File: src/rtl/sle_pkg.sv
// Shared definitions for the sequential list engine.
// Holds request and status codes, port widths and the controller/datapath interface structs.
// No dependencies.
package sle_pkg;

  // Fixed port widths
  localparam int OP_W    = 3;
  localparam int POS_W   = 7;
  localparam int VAL_W   = 32;
  localparam int ST_W    = 2;
  localparam int CNTO_W  = 7;

  // Operation codes
  localparam logic [OP_W-1:0] OP_INS_FRONT = 3'd0;
  localparam logic [OP_W-1:0] OP_INS_END   = 3'd1;
  localparam logic [OP_W-1:0] OP_INS_POS   = 3'd2;
  localparam logic [OP_W-1:0] OP_REM_FRONT = 3'd3;
  localparam logic [OP_W-1:0] OP_REM_END   = 3'd4;
  localparam logic [OP_W-1:0] OP_REM_POS   = 3'd5;

  // Result status codes
  localparam logic [ST_W-1:0] ST_OK    = 2'd0;
  localparam logic [ST_W-1:0] ST_FULL  = 2'd1;
  localparam logic [ST_W-1:0] ST_EMPTY = 2'd2;
  localparam logic [ST_W-1:0] ST_RANGE = 2'd3;

  // Commands from controller to datapath
  typedef struct packed {
    logic load;   // capture request, check it, set up pointers
    logic rd;     // read memory at the pointer
    logic mv;     // write read data one place over, step pointer
    logic grab;   // keep read data as the removed word, step pointer
    logic put;    // write new word at target, count up
    logic drop;   // count down after a removal
  } dp_cmd_t;

  // Status from datapath to controller
  typedef struct packed {
    logic ok_ins;    // insert request passed its checks
    logic ok_rem;    // remove request passed its checks
    logic no_shift;  // insert target equals count
    logic ins_last;  // insert shift reached the target
    logic rem_last;  // remove shift reached the end of the list
  } dp_stat_t;

endpackage

File: src/rtl/sle_datapath.sv
// Datapath of the sequential list engine: list memory, count, pointers and result registers.
// Driven by commands from sle_ctrl; depends on sle_pkg.
module sle_datapath #(
  parameter int DEPTH      = 64,
  parameter int DATA_WIDTH = 32
) (
  input  logic                        clk,
  input  logic                        rst,
  input  sle_pkg::dp_cmd_t            cmd,
  output sle_pkg::dp_stat_t           stat,
  input  logic [sle_pkg::OP_W-1:0]    op,
  input  logic [sle_pkg::POS_W-1:0]   position,
  input  logic [sle_pkg::VAL_W-1:0]   entry_value,
  output logic [sle_pkg::VAL_W-1:0]   removed_value,
  output logic [sle_pkg::ST_W-1:0]    status,
  output logic [sle_pkg::CNTO_W-1:0]  count
);
  import sle_pkg::*;

  localparam int CNT_W = $clog2(DEPTH + 1);
  localparam int AW    = $clog2(DEPTH);
  localparam int CMP_W = (CNT_W > POS_W) ? CNT_W : POS_W;

  logic [DATA_WIDTH-1:0] mem [DEPTH];
  logic [DATA_WIDTH-1:0] rdata;
  logic [DATA_WIDTH-1:0] word;
  logic [DATA_WIDTH-1:0] removed;
  logic [CNT_W-1:0]      count_r;
  logic [CNT_W-1:0]      where;
  logic [CNT_W-1:0]      ptr;
  logic [ST_W-1:0]       status_r;
  logic                  ins_mode;
  logic                  ok_ins;
  logic                  ok_rem;

  // Request checks
  logic [CMP_W-1:0]      pos_w;
  logic [CMP_W-1:0]      cnt_w;
  logic [CMP_W-1:0]      where_sel;
  logic [ST_W-1:0]       status_calc;
  logic                  ins_req;
  logic                  ins_ok_calc;
  logic                  rem_ok_calc;
  logic [CNT_W-1:0]      wr_addr;
  logic [DATA_WIDTH-1:0] wr_data;
  logic [63:0]           word_ext;

  assign pos_w    = CMP_W'(position);
  assign cnt_w    = CMP_W'(count_r);
  assign word_ext = 64'(entry_value);

  always_comb begin
    where_sel   = '0;
    status_calc = ST_OK;
    ins_req     = 1'b0;
    ins_ok_calc = 1'b0;
    rem_ok_calc = 1'b0;
    case (op)
      OP_INS_FRONT, OP_INS_END, OP_INS_POS: begin
        ins_req = 1'b1;
        if (op == OP_INS_FRONT) where_sel = '0;
        else if (op == OP_INS_END) where_sel = cnt_w;
        else where_sel = pos_w;
        if (count_r >= CNT_W'(DEPTH)) status_calc = ST_FULL;
        else if (where_sel > cnt_w) status_calc = ST_RANGE;
        else ins_ok_calc = 1'b1;
      end
      OP_REM_FRONT, OP_REM_END, OP_REM_POS: begin
        if (op == OP_REM_FRONT) where_sel = '0;
        else if (op == OP_REM_END) where_sel = cnt_w - 1'b1;
        else where_sel = pos_w;
        if (count_r == '0) status_calc = ST_EMPTY;
        else if (where_sel >= cnt_w) status_calc = ST_RANGE;
        else rem_ok_calc = 1'b1;
      end
      default: begin
        status_calc = ST_OK;
      end
    endcase
  end

  // Count register
  always_ff @(posedge clk) begin
    if (rst) begin
      count_r <= '0;
    end else begin
      if (cmd.put) count_r <= count_r + 1'b1;
      else if (cmd.drop) count_r <= count_r - 1'b1;
    end
  end

  // Request, pointer and result registers
  always_ff @(posedge clk) begin
    if (cmd.load) begin
      word     <= word_ext[DATA_WIDTH-1:0];
      where    <= CNT_W'(where_sel);
      status_r <= status_calc;
      ins_mode <= ins_req;
      ok_ins   <= ins_ok_calc;
      ok_rem   <= rem_ok_calc;
      removed  <= '0;
      ptr      <= ins_req ? (count_r - 1'b1) : CNT_W'(where_sel);
    end
    if (cmd.mv) ptr <= ins_mode ? (ptr - 1'b1) : (ptr + 1'b1);
    if (cmd.grab) begin
      removed <= rdata;
      ptr     <= ptr + 1'b1;
    end
  end

  // Memory write address and data
  always_comb begin
    if (cmd.put) begin
      wr_addr = where;
      wr_data = word;
    end else begin
      wr_addr = ins_mode ? (ptr + 1'b1) : (ptr - 1'b1);
      wr_data = rdata;
    end
  end

  // List storage
  always_ff @(posedge clk) begin
    if (cmd.mv || cmd.put) mem[wr_addr[AW-1:0]] <= wr_data;
    if (cmd.rd) rdata <= mem[ptr[AW-1:0]];
  end

  assign stat.ok_ins   = ok_ins;
  assign stat.ok_rem   = ok_rem;
  assign stat.no_shift = (where == count_r);
  assign stat.ins_last = (ptr == where);
  assign stat.rem_last = (CNT_W'(ptr + 1'b1) == count_r);

  assign removed_value = VAL_W'(removed);
  assign status        = status_r;
  assign count         = CNTO_W'(count_r);

endmodule

File: src/rtl/sle_ctrl.sv
// Controller of the sequential list engine: sequences the shift loop and the handshakes.
// Issues commands to sle_datapath; depends on sle_pkg.
module sle_ctrl (
  input  logic               clk,
  input  logic               rst,
  input  logic               in_valid,
  output logic               in_stall,
  output logic               out_valid,
  input  logic               out_stall,
  output sle_pkg::dp_cmd_t   cmd,
  input  sle_pkg::dp_stat_t  stat
);
  import sle_pkg::*;

  typedef enum logic [3:0] {
    S_IDLE,
    S_DECIDE,
    S_READ0,
    S_GRAB,
    S_READ,
    S_MOVE,
    S_PUT,
    S_DROP,
    S_DONE
  } state_t;

  state_t state;
  state_t state_next;

  // Next state and commands
  always_comb begin
    state_next = state;
    cmd        = '0;
    unique case (state)
      S_IDLE: begin
        if (in_valid && !in_stall) begin
          cmd.load   = 1'b1;
          state_next = S_DECIDE;
        end
      end
      S_DECIDE: begin
        if (stat.ok_ins) state_next = stat.no_shift ? S_PUT : S_READ;
        else if (stat.ok_rem) state_next = S_READ0;
        else state_next = S_DONE;
      end
      S_READ0: begin
        cmd.rd     = 1'b1;
        state_next = S_GRAB;
      end
      S_GRAB: begin
        cmd.grab   = 1'b1;
        state_next = stat.rem_last ? S_DROP : S_READ;
      end
      S_READ: begin
        cmd.rd     = 1'b1;
        state_next = S_MOVE;
      end
      S_MOVE: begin
        cmd.mv = 1'b1;
        if (stat.ok_ins) state_next = stat.ins_last ? S_PUT : S_READ;
        else state_next = stat.rem_last ? S_DROP : S_READ;
      end
      S_PUT: begin
        cmd.put    = 1'b1;
        state_next = S_DONE;
      end
      S_DROP: begin
        cmd.drop   = 1'b1;
        state_next = S_DONE;
      end
      S_DONE: begin
        if (!out_stall) state_next = S_IDLE;
      end
      default: state_next = S_IDLE;
    endcase
  end

  // State and registered handshake outputs
  always_ff @(posedge clk) begin
    if (rst) begin
      state     <= S_IDLE;
      in_stall  <= 1'b1;
      out_valid <= 1'b0;
    end else begin
      state     <= state_next;
      in_stall  <= (state_next != S_IDLE);
      out_valid <= (state_next == S_DONE);
    end
  end

endmodule

File: src/rtl/sequential_list_engine_core.sv
// Sequential list engine: an ordered list of up to DEPTH words with insert and remove requests.
// Top level; instantiates sle_ctrl and sle_datapath, depends on sle_pkg.
//
// Usage:
//   Request channel: in_valid/in_stall with op, position, entry_value. A request is taken
//   on a clock edge with in_valid high and in_stall low. One request is worked at a time.
//   Result channel: out_valid/out_stall with removed_value, status, count; one result per
//   request, held stable while out_stall is high.
// Shift: a rejected request or unused op moves no entries; an insert moves the
//   k = count - target entries at and after the target, a remove the k = count - target - 1
//   entries after it. Each moved entry is read from the list memory and then written
//   one place over; no read and write of the memory fall in the same cycle.
//   in_stall drops at the edge that takes the result.
// Reset: rst is synchronous. It empties the list (count zero); in_stall is high during
//   reset and drops the cycle after. Memory contents need no clearing.
// Receiver stall: the result stays on the ports and no new request is taken.
module sequential_list_engine_core #(
  parameter int DEPTH      = 64,
  parameter int DATA_WIDTH = 32
) (
  input  logic                        clk,
  input  logic                        rst,
  input  logic                        in_valid,
  output logic                        in_stall,
  input  logic [sle_pkg::OP_W-1:0]    op,
  input  logic [sle_pkg::POS_W-1:0]   position,
  input  logic [sle_pkg::VAL_W-1:0]   entry_value,
  output logic                        out_valid,
  input  logic                        out_stall,
  output logic [sle_pkg::VAL_W-1:0]   removed_value,
  output logic [sle_pkg::ST_W-1:0]    status,
  output logic [sle_pkg::CNTO_W-1:0]  count
);
  import sle_pkg::*;

  dp_cmd_t  cmd;
  dp_stat_t stat;

  // Sequencer
  sle_ctrl u_ctrl (
    .clk       (clk),
    .rst       (rst),
    .in_valid  (in_valid),
    .in_stall  (in_stall),
    .out_valid (out_valid),
    .out_stall (out_stall),
    .cmd       (cmd),
    .stat      (stat)
  );

  // Storage and result registers
  sle_datapath #(
    .DEPTH      (DEPTH),
    .DATA_WIDTH (DATA_WIDTH)
  ) u_dp (
    .clk           (clk),
    .rst           (rst),
    .cmd           (cmd),
    .stat          (stat),
    .op            (op),
    .position      (position),
    .entry_value   (entry_value),
    .removed_value (removed_value),
    .status        (status),
    .count         (count)
  );

endmodule

File: config.mk
export PLATFORM = sky130hd
export DESIGN_NAME = sequential_list_engine_core
export DESIGN_NICKNAME = d
export VERILOG_FILES = /design/src/rtl/sle_pkg.sv /design/src/rtl/sle_datapath.sv /design/src/rtl/sle_ctrl.sv /design/src/rtl/sequential_list_engine_core.sv
export SDC_FILE = /design/constraint.sdc
export NUM_CORES = 2
export LEC_CHECK = 0
export ABC_CLOCK_PERIOD_IN_PS = 8200
export BUFFER_PORTS_ARGS = -buffer_cell sky130_fd_sc_hd__buf_2
export CORE_UTILIZATION = 52
export DETAILED_ROUTE_END_ITERATION = 8
export PLACE_DENSITY_LB_ADDON = 0.1
export SYNTH_ARGS = -nofsm -noshare
export SYNTH_HDL_FRONTEND = slang
export SYNTH_HIERARCHICAL = 1
export SYNTH_SLANG_ARGS = --single-unit
File: constraint.sdc
create_clock -name clk -period 8.2 [get_ports clk]
set_clock_uncertainty 0.05 [all_clocks]
set_input_delay 1.64 -clock clk [delete_from_list [all_inputs] [get_ports clk]]
set_output_delay 1.64 -clock clk [all_outputs]
set_load 0.1 [all_outputs]
==> impl_metrics.yaml <==
floorplan:
  die-area_um2: 163000
  core-area_um2: 160000
  die_w_um: 404
  io_pins: 89
  die_h_um: 404
  start_util_pct: 52.3
  placement_rows: 147
clock_tree:
  clk_latency_ns: 0.84
  clk_path_buf_depth: 3
  cts_tree: "done"
  cts_setup_buffers: 0
  numCtsBuffers: 215
  cts.repair.resized: 0
  cts_hold_buf: 0
  cts_sinks: 2176
  root_buffer: "clkbuf_16"
  htreeDepth: 4
  clkTransAtPathRegs_ns: 0.06
yosys:
  syn_area_um2: 83900
  synth_edf_count: 2163
  ys_ff_latch: 2176
  synthArstFlopShare_pct: 0
  netlist_instances: 3867
  ys_types: 64
  synth_warnings: 6
  yosysSeqAreaShare_pct: 77.7
  avgSynthCellArea_um2: 21.7
  syn-num-nets: 3932
  ys.flop_type: "edfxtp_1"
route:
  via_per_inst: 6.28
  first_iter_violations: 3989
  drt-pass1-iter-count: 5
  dr_wl_met2_mm: 97.7
  dr_wl_met3_mm: 11.6
  wl_mm: 201
  drc: 0
  wl_met1_mm: 86.6
  vias: 40400
  wl_per_cell_um: 31.2
  ant_nets: 0
  top_layer: "met4"
placed_design:
  port_buffers: 88
  gp_congestion: 0.817
  dp_slack_ns: 3.28
  dp_hpwl_mm: 110
finish:
  fin_util_pct: 59.0
  drive_gt1_share_pct: 27.5
  layout.nets: 4160
  area_growth_pct: 12.8
timing:
  max_slew.worst_pin.slew_ns: 1.33
  fin_crit_sh_pct: 60.4
  fmax_mhz: 202
  final-hold-violation-count: 0
  rsz0062_at_grt: "no"
  setup_viol: 0
  slew_viol_final: 0
  timing.setup.tns_ns: 0
  period_needed_ns: 4.95
  slew-limit-headroom_pct: 11.0
  layout_setup_ws_ns: 3.25
critical_path:
  cp.required_ns: 8.62
  cp.arrival_ns: 5.37
  critical_path.max_fanout: 28
  worstSetupPathType: "flop to flop"
  critPathLaunchType: "flop"
  end_kind: "flop"
power_and_ir_drop:
  powerDensity_nw_per_um2: 252
  ir_drop_v: 0.000213
  power.leakage_nw: 29.4
global_route:
  grt_pass1_wl_mm: 292
  track_usage_pct: 25.0
  gr-total-overflow: 0
  grt_max_degree: 124
  antenna_found_initial: 0
  grt_pass1_vias: 40800
flow_run:
  drv_cap: 0
status:
  status: "finished, final reports clean"
hold_path:
  hp-class: "flop to flop"
report_power, final:
group | total (mW) | internal [mW] | switching [mW]
sequential | 12.4 | 12.4 | 0.0403
clock | 9.64 | 5.46 | 4.18
combinational | 1.81 | 0.626 | 1.18
synth_stat cells (11+ instances only):
master / n / share of area (%)
edfxtp_1: 2163 / 77
mux4_2: 492 / 13
a22oi_1: 163 / 1.5
nor2_1: 130 / 0.58
clkbuf_1: 103 / 0.46
nand2_1: 88 / 0.39
mux2_2: 64 / 0.86
buf_2: 57 / 0.34
a22o_1: 40 / 0.42
nor3_1: 40 / 0.24
a221oi_1: 38 / 0.40
nand3_1: 36 / 0.21
and2_1: 35 / 0.26
o22ai_1: 32 / 0.24
xnor2_1: 30 / 0.31
o21ai_0: 29 / 0.17
buf_4: 26 / 0.23
buf_1: 25 / 0.11
nor2b_1: 24 / 0.18
ha_1: 19 / 0.28
o221ai_1: 18 / 0.19
a21oi_1: 17 / 0.10
a211oi_1: 16 / 0.14
nand2b_1: 16 / 0.12
a31oi_1: 13 / 0.097
dfxtp_1: 13 / 0.31
inv_1: 12 / 0.054
o21bai_1: 12 / 0.11
xor2_1: 11 / 0.11
registers in the layout, summed over array words and instances (netlist names):
register and count:
u_dp/count 7, u_dp/ins_mode 1, u_dp/ok_rem 1, u_ctrl/state 4
u_ctrl/in_stall 1, u_dp/word 32, u_dp/ok_ins 1, u_dp/mem 2048
u_dp/ptr 7, u_dp/status 2, u_dp/rdata 32, u_dp/removed_value 32
u_dp/where 7, u_ctrl/out_valid 1
worst max-delay path: stages, from the launching register on:
cell and delay [ns]:
dfxtp_1 0.63, nand3b_4 0.15, nor2_4 0.12, buf_4 0.44
buf_4 0.48, inv_2 0.22, o21ai_0 0.35, nand3_1 0.79
nor2_4 0.69, buf_4 0.52
logic make-up after synthesis:
logic type,count (synthesis),share of synthesized area (%)
AOI/OAI and AO/OA,414,3.69
DFF,2176,77.7
and+or+nand+nor,417,2.40
xor gates and xnor gates,41,0.428
muxes,563,14.1
buffers and inverters,237,1.37
adders and majority gates,19,0.283
path summary, 6_finish.rpt:
kind / startpoint / endpoint / slack [ns] / cells past startpoint
hold / removal: u_dp/rdata[24] / u_dp/removed_value[24] / 0.52 / 1
setup reg to reg: u_ctrl/state[2] / u_dp/mem[8][4] / 3.25 / 9
setup / recovery: u_ctrl/state[2] / u_dp/mem[8][4] / 3.25 / 9
hold reg to reg: u_dp/rdata[24] / u_dp/removed_value[24] / 0.52 / 1
stage by stage:
stage	area, um2	hold slack, ns	total power [mW]	instances
5_1_grt	94700	0.533	24.5	6436
3_3_place_gp	87800	0.492	14.4	6038
3_5_place_dp	87800	0.490	14.5	6038
2_1_floorplan	83900	0.475	13.8	3867
4_1_cts	94700	0.522	24.0	6436
6_report	94700	0.521	23.8	6437
per-layer routing:
| layer | up-vias | track usage, % |
|---|---|---|
| met4 | 0 | 6.59 |
| met5 | - | 0 |
| li1 | 16800 | - |
| met2 | 1417 | 39.6 |
| met1 | 21900 | 36.9 |
| met3 | 265 | 3.43 |
cells in the final DEF (no fill, tap or decap), types with 22 or more instances in the layout:
master / instances
nor3_1: 38
nor2_1: 62
mux2_2: 64
a22oi_1: 163
buf_2: 88
clkinv_1: 53
mux4_2: 492
a22o_1: 40
xnor2_1: 30
nand2_1: 88
buf_4: 136
o22ai_1: 32
nor2_4: 67
nor2b_1: 22
clkbuf_1: 50
and2_1: 34
clkbuf_16: 216
edfxtp_1: 2163
a221oi_1: 38
o21ai_0: 29
clkinv_2: 40
nand3_1: 36
final cells by class:
cell class | instances | area, um2
clock buffers | 266 | 5590
inverters | 15 | 56.3
diodes | 1 | 2.50
clock inverters | 132 | 1330
fillers | 11600 | 65700
repair buffers | 233 | 1640
well taps | 2160 | 2700
flip-flops and latches | 2176 | 65200
multi-input cells | 1454 | 18200
Note: power is estimated with default switching activity, not from simulation.
